<file path="src/rtl/core/fpda_pkg.sv">
// ----------------------------------------------------------------------------
// fpda_pkg
// Shared constants and types for the fixed-point to decimal ascii core.
// ----------------------------------------------------------------------------
package fpda_pkg;

    // fixed-point format of the incoming value
    localparam int INT_BITS  = 16;
    localparam int FRAC_BITS = 8;
    localparam int VAL_BITS  = INT_BITS + FRAC_BITS;
    localparam int IN_TDATA_W = ((VAL_BITS + 7) / 8) * 8;

    // integer part after a possible carry from the hundredths
    localparam int IP_BITS = INT_BITS + 1;

    // number of decimal digits of a constant, worked out at elaboration
    function automatic int dec_digits(input longint x);
        int     n;
        longint t;
        n = 0;
        t = x;
        for (int k = 0; k < 20; k++) begin
            if (t > 0) begin
                t = t / 10;
                n = n + 1;
            end
        end
        return n;
    endfunction

    // largest printable integer part is 2^INT_BITS
    localparam int INT_DIGITS = dec_digits(longint'(1) << INT_BITS);
    localparam int DIG_W      = $clog2(INT_DIGITS);
    localparam int CNT_W      = $clog2(INT_DIGITS + 3);

    // hundredths product width: frac * 100 + half fits below 2^(FRAC_BITS+7)
    localparam int PROD_W    = FRAC_BITS + 7;
    localparam int HUND_MUL  = 100;
    localparam int HUND_HALF = 1 << (FRAC_BITS - 1);

    // double dabble stages
    localparam int DAB_STEPS  = 4;
    localparam int DAB_STAGES = (IP_BITS + DAB_STEPS - 1) / DAB_STEPS;
    localparam int NUM_STAGES = 2 + DAB_STAGES;

    // character codes
    localparam logic [7:0] ASCII_ZERO = 8'h30;
    localparam logic [7:0] ASCII_DOT  = 8'h2E;

    typedef logic [INT_DIGITS-1:0][3:0] t_bcd;

    // converted value handed from the pipeline to the character serializer
    typedef struct packed {
        t_bcd       int_digits;
        logic [3:0] tens;
        logic [3:0] ones;
    } t_conv_word;

endpackage

</file>
<file path="src/rtl/core/fixed_point_to_decimal_ascii_core.sv">
// ----------------------------------------------------------------------------
// fixed_point_to_decimal_ascii_core
// Formats an unsigned fixed-point value as decimal ascii text with two
// rounded decimal places, one character per output word.
// ----------------------------------------------------------------------------
// Each input word carries a value with 16 integer and 8 fraction bits; the
// core sends its text (integer digits without leading zeros, '.', two
// hundredths digits rounded half up) as 4 to 8 output words, tlast on the
// final digit. A hundredths value that rounds to 100 carries into the
// integer part. Conversion runs in a 7-stage pipeline that takes a word
// every cycle unless a stall holds it; the character serializer then sends
// a value's characters in turn and takes the next value with the final
// character, so that serializer sets the sustained rate. A value's first
// character goes out once it has left the pipeline and been loaded.
module fixed_point_to_decimal_ascii_core
    import fpda_pkg::*;
(
    input  logic                  i_clk,
    input  logic                  i_rst_n,
    // slave side: value_fixed[VAL_BITS-1:0], zero padded to whole bytes
    input  logic                  i_s_tvalid,
    output logic                  o_s_tready,
    input  logic [IN_TDATA_W-1:0] i_s_tdata,
    // master side: char_code[7:0]
    output logic                  o_m_tvalid,
    input  logic                  i_m_tready,
    output logic [7:0]            o_m_tdata,
    output logic                  o_m_tlast
);

    // character positions counted down to the last one
    localparam logic [CNT_W-1:0] POS_ONES = CNT_W'(0);
    localparam logic [CNT_W-1:0] POS_TENS = CNT_W'(1);
    localparam logic [CNT_W-1:0] POS_DOT  = CNT_W'(2);
    localparam logic [CNT_W-1:0] POS_INT0 = CNT_W'(3);

    logic       w_conv_vld;
    logic       w_take;
    logic       w_load;
    t_conv_word w_conv_word;

    logic             r_busy;
    logic [CNT_W-1:0] r_cnt;
    t_conv_word       r_word;
    logic             n_busy;
    logic [CNT_W-1:0] n_cnt;

    logic             w_last;
    logic [CNT_W-1:0] w_ndig;
    logic [CNT_W-1:0] w_idx;
    logic [3:0]       w_digit;

    fpda_conv u_conv (
        .i_clk   (i_clk),
        .i_rst_n (i_rst_n),
        .i_valid (i_s_tvalid),
        .o_ready (o_s_tready),
        .i_value (i_s_tdata[VAL_BITS-1:0]),
        .o_valid (w_conv_vld),
        .i_ready (w_take),
        .o_word  (w_conv_word)
    );

    // serializer takes a new word when idle or on the final character
    assign w_last = (r_cnt == POS_ONES);
    assign w_take = !r_busy || (w_last && i_m_tready);
    assign w_load = w_conv_vld && w_take;

    // significant integer digits, at least one
    always_comb begin
        w_ndig = CNT_W'(1);
        for (int k = 1; k < INT_DIGITS; k++) begin
            if (w_conv_word.int_digits[k] != 4'd0) begin
                w_ndig = CNT_W'(k + 1);
            end
        end
    end

    // character counter
    always_comb begin
        n_busy = r_busy;
        n_cnt  = r_cnt;
        if (r_busy && i_m_tready) begin
            if (w_last) begin
                n_busy = 1'b0;
            end else begin
                n_cnt = r_cnt - CNT_W'(1);
            end
        end
        if (w_load) begin
            n_busy = 1'b1;
            n_cnt  = w_ndig + POS_DOT;
        end
    end

    always_ff @(posedge i_clk) begin
        if (!i_rst_n) begin
            r_busy <= 1'b0;
            r_cnt  <= POS_ONES;
        end else begin
            r_busy <= n_busy;
            r_cnt  <= n_cnt;
        end
    end

    always_ff @(posedge i_clk) begin
        if (w_load) begin
            r_word <= w_conv_word;
        end
    end

    // character select
    assign w_idx = r_cnt - POS_INT0;

    always_comb begin
        w_digit   = 4'd0;
        o_m_tdata = ASCII_DOT;
        if (r_cnt == POS_ONES) begin
            o_m_tdata = ASCII_ZERO + {4'd0, r_word.ones};
        end else if (r_cnt == POS_TENS) begin
            o_m_tdata = ASCII_ZERO + {4'd0, r_word.tens};
        end else if (r_cnt == POS_DOT) begin
            o_m_tdata = ASCII_DOT;
        end else begin
            w_digit   = r_word.int_digits[w_idx[DIG_W-1:0]];
            o_m_tdata = ASCII_ZERO + {4'd0, w_digit};
        end
    end

    assign o_m_tvalid = r_busy;
    assign o_m_tlast  = w_last;

`ifndef SYNTH
    // a sent point is followed by a hundredths digit that is not the last
    a_dot_then_tens: assert property (@(posedge i_clk) disable iff (!i_rst_n)
        o_m_tvalid && i_m_tready && (o_m_tdata == ASCII_DOT)
        |=> o_m_tvalid && !o_m_tlast)
        else $error("point not followed by tens digit");

    // the final character is a digit
    a_last_digit: assert property (@(posedge i_clk) disable iff (!i_rst_n)
        o_m_tvalid && o_m_tlast |-> (o_m_tdata != ASCII_DOT))
        else $error("last character is the point");

    // a freshly loaded value starts with an integer digit
    a_first_digit: assert property (@(posedge i_clk) disable iff (!i_rst_n)
        w_load |=> o_m_tvalid && (o_m_tdata != ASCII_DOT) && !o_m_tlast)
        else $error("text does not start with a digit");
`endif

endmodule

</file>
<file path="src/rtl/core/fpda_conv.sv">
// ----------------------------------------------------------------------------
// fpda_conv
// Pipelined conversion of a fixed-point value into bcd integer digits and
// rounded hundredths digits, one word per stall-free cycle, with per-stage valid bits.
// ----------------------------------------------------------------------------
module fpda_conv
    import fpda_pkg::*;
(
    input  logic                i_clk,
    input  logic                i_rst_n,
    input  logic                i_valid,
    output logic                o_ready,
    input  logic [VAL_BITS-1:0] i_value,
    output logic                o_valid,
    input  logic                i_ready,
    output t_conv_word          o_word
);

    // one double dabble slice: up to DAB_STEPS shift steps
    function automatic logic [4*INT_DIGITS+IP_BITS-1:0] dab_slice(
        input t_bcd               bcd_in,
        input logic [IP_BITS-1:0] bin_in,
        input int                 nsteps
    );
        t_bcd               b;
        logic [IP_BITS-1:0] x;
        b = bcd_in;
        x = bin_in;
        for (int s = 0; s < DAB_STEPS; s++) begin
            if (s < nsteps) begin
                for (int k = 0; k < INT_DIGITS; k++) begin
                    if (b[k] >= 4'd5) begin
                        b[k] = b[k] + 4'd3;
                    end
                end
                {b, x} = {b, x} << 1;
            end
        end
        return {b, x};
    endfunction

    // split hundredths (below 100) into tens and ones by compare and subtract
    function automatic logic [7:0] split_hund(input logic [6:0] h);
        logic [6:0] r;
        logic [3:0] t;
        r = h;
        t = 4'd0;
        if (r >= 7'd80) begin
            r = r - 7'd80;
            t = t + 4'd8;
        end
        if (r >= 7'd40) begin
            r = r - 7'd40;
            t = t + 4'd4;
        end
        if (r >= 7'd20) begin
            r = r - 7'd20;
            t = t + 4'd2;
        end
        if (r >= 7'd10) begin
            r = r - 7'd10;
            t = t + 4'd1;
        end
        return {t, r[3:0]};
    endfunction

    logic [NUM_STAGES-1:0] r_vld;
    logic [NUM_STAGES:0]   w_go;

    logic [PROD_W-1:0]   r_prod;
    logic [INT_BITS-1:0] r_ip0;
    logic [6:0]          r_hund;
    logic [IP_BITS-1:0]  r_ip1;

    logic [IP_BITS-1:0] r_bin  [DAB_STAGES];
    t_bcd               r_bcd  [DAB_STAGES];
    logic [3:0]         r_tens [DAB_STAGES];
    logic [3:0]         r_ones [DAB_STAGES];

    logic [PROD_W-1:0]  w_prod;
    logic [6:0]         w_hund_raw;
    logic               w_carry;
    logic [6:0]         w_hund;
    logic [IP_BITS-1:0] w_ip;

    // stage advance chain: a stage moves when it is empty or its successor moves
    always_comb begin
        w_go[NUM_STAGES] = i_ready;
        for (int k = NUM_STAGES - 1; k >= 0; k--) begin
            w_go[k] = !r_vld[k] || w_go[k+1];
        end
    end

    always_ff @(posedge i_clk) begin
        if (!i_rst_n) begin
            r_vld <= '0;
        end else begin
            for (int k = 0; k < NUM_STAGES; k++) begin
                if (w_go[k]) begin
                    r_vld[k] <= (k == 0) ? i_valid : r_vld[(k == 0) ? 0 : k - 1];
                end
            end
        end
    end

    // stage 0: rounding product of the fraction
    assign w_prod = PROD_W'(i_value[FRAC_BITS-1:0]) * PROD_W'(HUND_MUL)
                  + PROD_W'(HUND_HALF);

    always_ff @(posedge i_clk) begin
        if (w_go[0]) begin
            r_prod <= w_prod;
            r_ip0  <= i_value[VAL_BITS-1:FRAC_BITS];
        end
    end

    // stage 1: hundredths and carry of a full hundred into the integer part
    assign w_hund_raw = r_prod[PROD_W-1:FRAC_BITS];
    assign w_carry    = (w_hund_raw >= 7'(HUND_MUL));
    assign w_hund     = w_carry ? 7'd0 : w_hund_raw;
    assign w_ip       = IP_BITS'(r_ip0) + IP_BITS'(w_carry);

    always_ff @(posedge i_clk) begin
        if (w_go[1]) begin
            r_hund <= w_hund;
            r_ip1  <= w_ip;
        end
    end

    // stages 2 and up: binary to bcd, up to DAB_STEPS shift steps per stage
    for (genvar d = 0; d < DAB_STAGES; d++) begin : g_dab
        localparam int LEFT   = IP_BITS - d * DAB_STEPS;
        localparam int NSTEPS = (LEFT < DAB_STEPS) ? LEFT : DAB_STEPS;

        logic [IP_BITS-1:0]           w_bin_src;
        t_bcd                         w_bcd_src;
        logic [3:0]                   w_tens_src;
        logic [3:0]                   w_ones_src;
        logic [4*INT_DIGITS+IP_BITS-1:0] w_res;

        if (d == 0) begin : g_first
            assign w_bin_src = r_ip1;
            assign w_bcd_src = '0;
            assign {w_tens_src, w_ones_src} = split_hund(r_hund);
        end else begin : g_next
            assign w_bin_src  = r_bin[d-1];
            assign w_bcd_src  = r_bcd[d-1];
            assign w_tens_src = r_tens[d-1];
            assign w_ones_src = r_ones[d-1];
        end

        assign w_res = dab_slice(w_bcd_src, w_bin_src, NSTEPS);

        always_ff @(posedge i_clk) begin
            if (w_go[2+d]) begin
                r_bcd[d]  <= w_res[4*INT_DIGITS+IP_BITS-1:IP_BITS];
                r_bin[d]  <= w_res[IP_BITS-1:0];
                r_tens[d] <= w_tens_src;
                r_ones[d] <= w_ones_src;
            end
        end
    end

    // output of the last stage
    assign o_ready           = w_go[0];
    assign o_valid           = r_vld[NUM_STAGES-1];
    assign o_word.int_digits = r_bcd[DAB_STAGES-1];
    assign o_word.tens       = r_tens[DAB_STAGES-1];
    assign o_word.ones       = r_ones[DAB_STAGES-1];

`ifndef SYNTH
    // hundredths digits leaving the pipeline are decimal digits
    a_hund_digits: assert property (@(posedge i_clk) disable iff (!i_rst_n)
        o_valid |-> (o_word.tens <= 4'd9) && (o_word.ones <= 4'd9))
        else $error("hundredths digit out of range");

    // a stalled output word stays in place
    a_hold_word: assert property (@(posedge i_clk) disable iff (!i_rst_n)
        o_valid && !i_ready |=> o_valid && $stable(o_word))
        else $error("stalled output word changed");

    // input is held off only behind a stalled last stage
    a_ready_full: assert property (@(posedge i_clk) disable iff (!i_rst_n)
        !o_ready |-> o_valid && !i_ready)
        else $error("input blocked without a stall");
`endif

endmodule
</file>
<file path="config.mk">
export PLATFORM = sky130hd
export DESIGN_NAME = fixed_point_to_decimal_ascii_core
export DESIGN_NICKNAME = d
export VERILOG_FILES = /design/src/rtl/core/fpda_pkg.sv /design/src/rtl/core/fixed_point_to_decimal_ascii_core.sv /design/src/rtl/core/fpda_conv.sv
export SDC_FILE = /design/constraint.sdc
export NUM_CORES = 1
export LEC_CHECK = 0
export BUFFER_PORTS_ARGS = -buffer_cell sky130_fd_sc_hd__buf_2
export CORE_MARGIN = 4
export CORE_UTILIZATION = 50
export CTS_CLUSTER_SIZE = 16
export DETAILED_ROUTE_END_ITERATION = 12
export PLACE_DENSITY = 0.7
export SLEW_MARGIN = 20
export SYNTH_ARGS = -nofsm -noshare
export SYNTH_HDL_FRONTEND = slang
export SYNTH_SLANG_ARGS = --single-unit
</file>
<file path="constraint.sdc">
create_clock -name i_clk -period 14.4 [get_ports i_clk]
set_input_delay 2.88 -clock i_clk [delete_from_list [all_inputs] [get_ports i_clk]]
set_output_delay 2.88 -clock i_clk [all_outputs]
set_load 0.005 [all_outputs]
</file>
**Word-level counts from Yosys, hierarchy flattened**

Memories as Yosys holds them, arrays and structs flattened. A register that Yosys moved wholly into a read port is not among the register bits.
Cells that the tools add are included.

- Reduce and logical (&&, ||, !) cells: 28
- Multipliers: 1
- Muxes and demuxes: 104
- Add/sub/neg operators: 86
- Equality and inequality tests: 3
- Order comparisons: 77

Operator list:

| cell | number |
|---|---|
| >= comparator 4 x 3 -> 1 bit, second input constant | 68 |
| 2-to-1 mux 4 bit | 63 |
| adder 4 x 2 -> 4 bit, second input constant | 56 |
| 2-to-1 mux 3 bit | 20 |
| adder 3 x 2 -> 3 bit, second input constant | 14 |
| 2-to-1 mux 7 bit | 6 |
| adder 6 x 4 -> 7 bit, first input constant | 3 |
| adder 16 x 1 -> 17 bit | 1 |
| nonzero test 4 bit | 4 |
| adder 15 x 8 -> 15 bit, second input constant | 1 |
| >= comparator 7 bit, second input constant | 2 |
| multiplier 8 x 5 -> 13 bit, second input constant | 1 |
| 2-to-1 mux 1 bit | 13 |
| binary-select mux 4 bit (select 3 bit) | 1 |
| adder 1 x 2 -> 3 bit, second input constant | 3 |
| >= comparator 1 x 3 -> 1 bit, second input constant | 3 |
| logical NOT 1 bit | 8 |
| logical OR 1 bit | 8 |
| >= comparator 7 x 4 -> 1 bit, second input constant | 1 |
| >= comparator 7 x 5 -> 1 bit, second input constant | 1 |
| >= comparator 7 x 6 -> 1 bit, second input constant | 1 |
| subtractor 7 x 5 -> 7 bit, second input constant | 1 |
| subtractor 7 x 6 -> 7 bit, second input constant | 1 |
| subtractor 7 bit, second input constant | 1 |
| 14 further kinds | 18 |

- Register bits after elaboration: 86
- Bits in writable memories: 220
- Memories kept: 4
- Bits of input ports: 28

Memory list:

| memory | depth | width | read ports | clocked after Yosys merged registers in | write ports | line | text |
|---|---|---|---|---|---|---|---|
| u_conv.r_bcd | 5 | 20 | 5 | 0 | 5 | fpda_conv.sv:76 | `t_bcd r_bcd [DAB_STAGES];` |
| u_conv.r_bin | 5 | 16 | 4 | 0 | 5 | fpda_conv.sv:75 | `logic [IP_BITS-1:0] r_bin [DAB_STAGES];` |
| u_conv.r_ones | 5 | 4 | 5 | 1 | 5 | fpda_conv.sv:78 | `logic [3:0] r_ones [DAB_STAGES];` |
| u_conv.r_tens | 5 | 4 | 5 | 1 | 5 | fpda_conv.sv:77 | `logic [3:0] r_tens [DAB_STAGES];` |

**Depth between registers and ports, before layout**

- Depth after elaboration: 10
- Gate-level depth with buffers: 24
- Depth with buffers taken out: 24

**Cells and area by module**

A second synthesis with hierarchy kept.

- Cell total of the unflattened synthesis: 1,137
- Area total of the unflattened synthesis: 13,222.7 um^2

By module, submodules not included:

| module | cells each | area each (um^2) | times used | seq. area each (um^2) |
|---|---|---|---|---|
| fpda_conv | 1,011 | 11,657.4 | 1 | 5,695.5 |
| fixed_point_to_decimal_ascii_core | 126 | 1,565.3 | 1 | 920.9 |

**Least setup slack after synthesis**

Ideal clock, no wire load.

- Path type: input-to-output
- Start point: input i_m_tready
- End point: output o_s_tready
- Path slack: 7.237 ns
- Required time: 11.520 ns
- Arrival: 4.283 ns
- Buffers on the path: 0
- Stages on the path: 6
- Path through: nand2_1 -> and4_1 -> and2_1 -> and3_1 -> and2_1 -> nand2_1

- Cells in the longest elaborated chain, start to end: 9

RTL lines:

| element | line | text |
|---|---|---|
| from (decl) | fixed_point_to_decimal_ascii_core.sv:26 | `input logic i_m_tready,` |
| logical AND 1 bit | fixed_point_to_decimal_ascii_core.sv:66 | `assign w_take = !r_busy \|\| (w_last && i_m_tready);` |
| logical OR 1 bit | fixed_point_to_decimal_ascii_core.sv:66 |  |
| logical OR 1 bit (7 in a row) | fpda_conv.sv:90 | `w_go[k] = !r_vld[k] \|\| w_go[k+1];` |
| to (decl) | fixed_point_to_decimal_ascii_core.sv:22 | `output logic o_s_tready,` |

Every way passes these cells.

**Worst setup path in the final report**

Same ends and word-level chain as after synthesis.

==> qor.txt <==
hold_buf cts - 0
vias in the first global route - 7808
critical path type - in -> out
chip width - 169 um
CP endpoint kind - output pin
max_slew headroom - 32.8%
placed insts - 1475
wire length per cell - 12.9 um
share of cells above drive strength 1 - 9.60%
Fillers - 2089
First-pass DRT Iterations - 4
grt total ovfl - 0
fin nets - 1322
I/O pins - 39
endpoints failing hold - 0
average size of a mapped cell - 11.6 sq um
DRC - 0
worst-path fanout max - 24
Skew-Pair Late Insertion Delay - 0.50 ns
Slew Limit Fails - 0
CTS tree - built
Worst R2R Setup Slack - 9.31 ns
Die H - 169 um
Starting DRT DRC Count - 315
measured slew at the worst slew-check pin - 1.00 ns
Die ar. - 28500 sq um
Final Critical Period - 7.95 ns
post-layout util - 56.4%
WP data arrival - 5.07 ns
CP endpoint - o_s_tready
max cap viols - 0
standard cell core area - 25300 sq um
synth unique cells - 77
antenna viol nets, final - 0
crit path launch - i_m_tready
Syn-to-layout area delta - 10.6%
fin cells - 1518
post-CTS setup buffer count - 0
Port-buffer cells - 35
Max Clk Rate - 126 MHz
Syn Inst Count - 1117
gr usage total - 13.9%
CTS root buf - clkbuf_16
Ant. Diodes - 0
unrepaired setup endpoints after global routing - false
vias per cell - 5.22
Fin Setup TNS - 0 ns
Critical Path RT - 11.52 ns
WL final - 19600 um
GPL Wtd Cong - 0.779
clock transition at the registers of the reported paths - 0.06 ns
final setup violating endpoints - 0
main flop type after synthesis - edfxtp_1
Tcrit/Tclk final - 55.2%
initial core utilization - 51.0%
Post-synth EDFFs - 213
Reg-to-Reg Start - u_conv.r_bcd[0][44]
global-route wire length before repair - 34300 um
number of H-tree levels - 1
Async SR Flop Fraction - 0%
#FFs+latches synth - 224
Netlist Area Pre-Place - 12900 sq um
clk sinks - 224
Final Skew - 0.0107 ns
initial antenna violation count - 0
Vias - 7920
Seq/Total Area, Yosys - 51.2%
status - completed
critical register-to-register path endpoint - u_conv.r_bcd[0][66]
total CTS buffers - 24
Hold WC Path Type - reg -> reg
Startpoint Class - input pin
Yosys warnings - 0
# rows - 58
largest net degree at the start of global routing - 32
Clock Path Buffers - 3
Gates resized, CTS repair - 0
hpwl dp - 15000 um
reg2reg path depth - 22
[flip-flops by register name, indices dropped and copies added (netlist names)]
register	count
u_conv.r_tens	20
u_conv.r_bin	28
u_conv.r_hund	7
r_cnt	3
u_conv.r_vld	7
o_m_tvalid	1
u_conv.r_ones	20
u_conv.r_prod	7
r_word	28
u_conv.r_bcd	70
u_conv.g_dab.w_bin_src	17
u_conv.r_ip0	16
[cells by family after synthesis]
kind of cell	Yosys count	share of synthesized area, %
and+or+nand+nor	270	10.7
AOI/OAI and AO/OA	238	11.8
DFF	224	51.2
buffers and inverters	127	3.80
adders and majority gates	123	12.1
xor gates and xnor gates	67	4.54
muxes	66	5.72
other	2	0.0582
[synthesized netlist by cell type, types with 4 or more instances]
cell	instances	area [sq um]
nor3_1	16	80.1
o21a_1	13	97.6
nand2b_1	36	225
nor2_1	54	203
nor3b_1	12	90.1
and3_1	7	43.8
a211oi_1	9	67.6
o21ai_1	13	65.1
a31oi_1	7	43.8
a21oi_1	70	350
and2_1	13	81.3
xor2_1	10	87.6
mux2i_1	49	490
a21bo_1	4	40.0
clkbuf_1	6	22.5
a211o_1	4	35.0
o211ai_1	7	52.6
nand3_1	15	75.1
mux2_2	8	90.1
o31ai_1	5	37.5
mux4_2	4	90.1
inv_1	106	398
a21boi_1	8	60.1
inv_2	9	33.8
ha_1	120	1500
nand2_1	70	263
a21o_1	13	97.6
a21boi_0	5	37.5
nor4_1	4	25.0
o21ai_0	44	220
nand4_1	4	25.0
dfxtp_1	11	220
nor2b_1	20	125
xnor2_1	57	499
edfxtp_1	213	6400
[placed cells by master, fill, tap and decap left out, drive strengths merged, types with 9 or more instances in the layout]
cell | synthesis | routed
buf | 5 | 38
mux2 | 13 | 13
clkinv | 0 | 9
clkbuf | 6 | 30
nand2b | 36 | 36
o21ai | 57 | 57
inv | 115 | 115
a21oi | 70 | 70
edfxtp | 213 | 213
nand3 | 15 | 15
and2 | 13 | 13
a211oi | 9 | 9
o21a | 13 | 13
a21boi | 13 | 13
a21o | 13 | 13
nor2b | 20 | 20
dfxtp | 11 | 11
nand2 | 70 | 70
nor2 | 54 | 54
nor3 | 17 | 17
mux2i | 49 | 49
xnor2 | 57 | 57
xor2 | 10 | 10
ha | 120 | 120
nor3b | 12 | 12
[cell type report]
class	instances	area (sq um)	share of cell area (%)
clock buffers	30	674	4.72
clock inverters	13	125	0.876
inverters	116	437	3.06
multi-input cells	767	5810	40.7
flip-flops and latches	224	6620	46.3
well taps	330	413	2.89
repair buffers	38	198	1.38
[worst min path at each step]
stage / slack [ns] / from / end / cells past startpoint
floorplan: 0.40 / u_conv.r_ones[4][0] / r_word[0] / 0
global placement: 0.40 / u_conv.g_dab[0].w_bin_src[1] / u_conv.r_bin[0][4] / 0
detailed placement: 0.40 / u_conv.r_bcd[0][82] / r_word[10] / 0
CTS: 0.42 / u_conv.g_dab[0].w_bin_src[0] / u_conv.r_bin[0][3] / 0
global route: 0.42 / u_conv.g_dab[0].w_bin_src[5] / u_conv.r_bin[0][8] / 0
finish: 0.41 / u_conv.r_ones[4][3] / r_word[3] / 0
[per-layer routing]
layer	vias to the layer above	part of all wire, %	global-route usage, %
met1	3649	44	16.7
met5	-	0	0
li1	4138	-	-
met4	0	2.1	3.11
met2	100	51	26.0
met3	33	3.4	2.38
[critical path, stage by stage]
cell and delay, ns:
buf_2 0.11, nand2_1 0.13, and4_1 0.29, and2_1 0.25, and3_1 0.23, and2_1 0.24
nand2_1 0.58, buf_2 0.35
[metrics by stage]
stage	hold slack, ns	setup WS (ns)	cell area [sq um]
global placement	0.403	6.52	13500
detailed placement	0.405	6.49	13500
finish	0.414	6.45	14300
floorplan	0.400	7.24	12900
CTS	0.415	6.47	14300
global route	0.423	6.25	14300
Power is left out: the tool's default activity adds up to more than one toggle a clock period on the data nets, which glitch-free logic cannot reach.
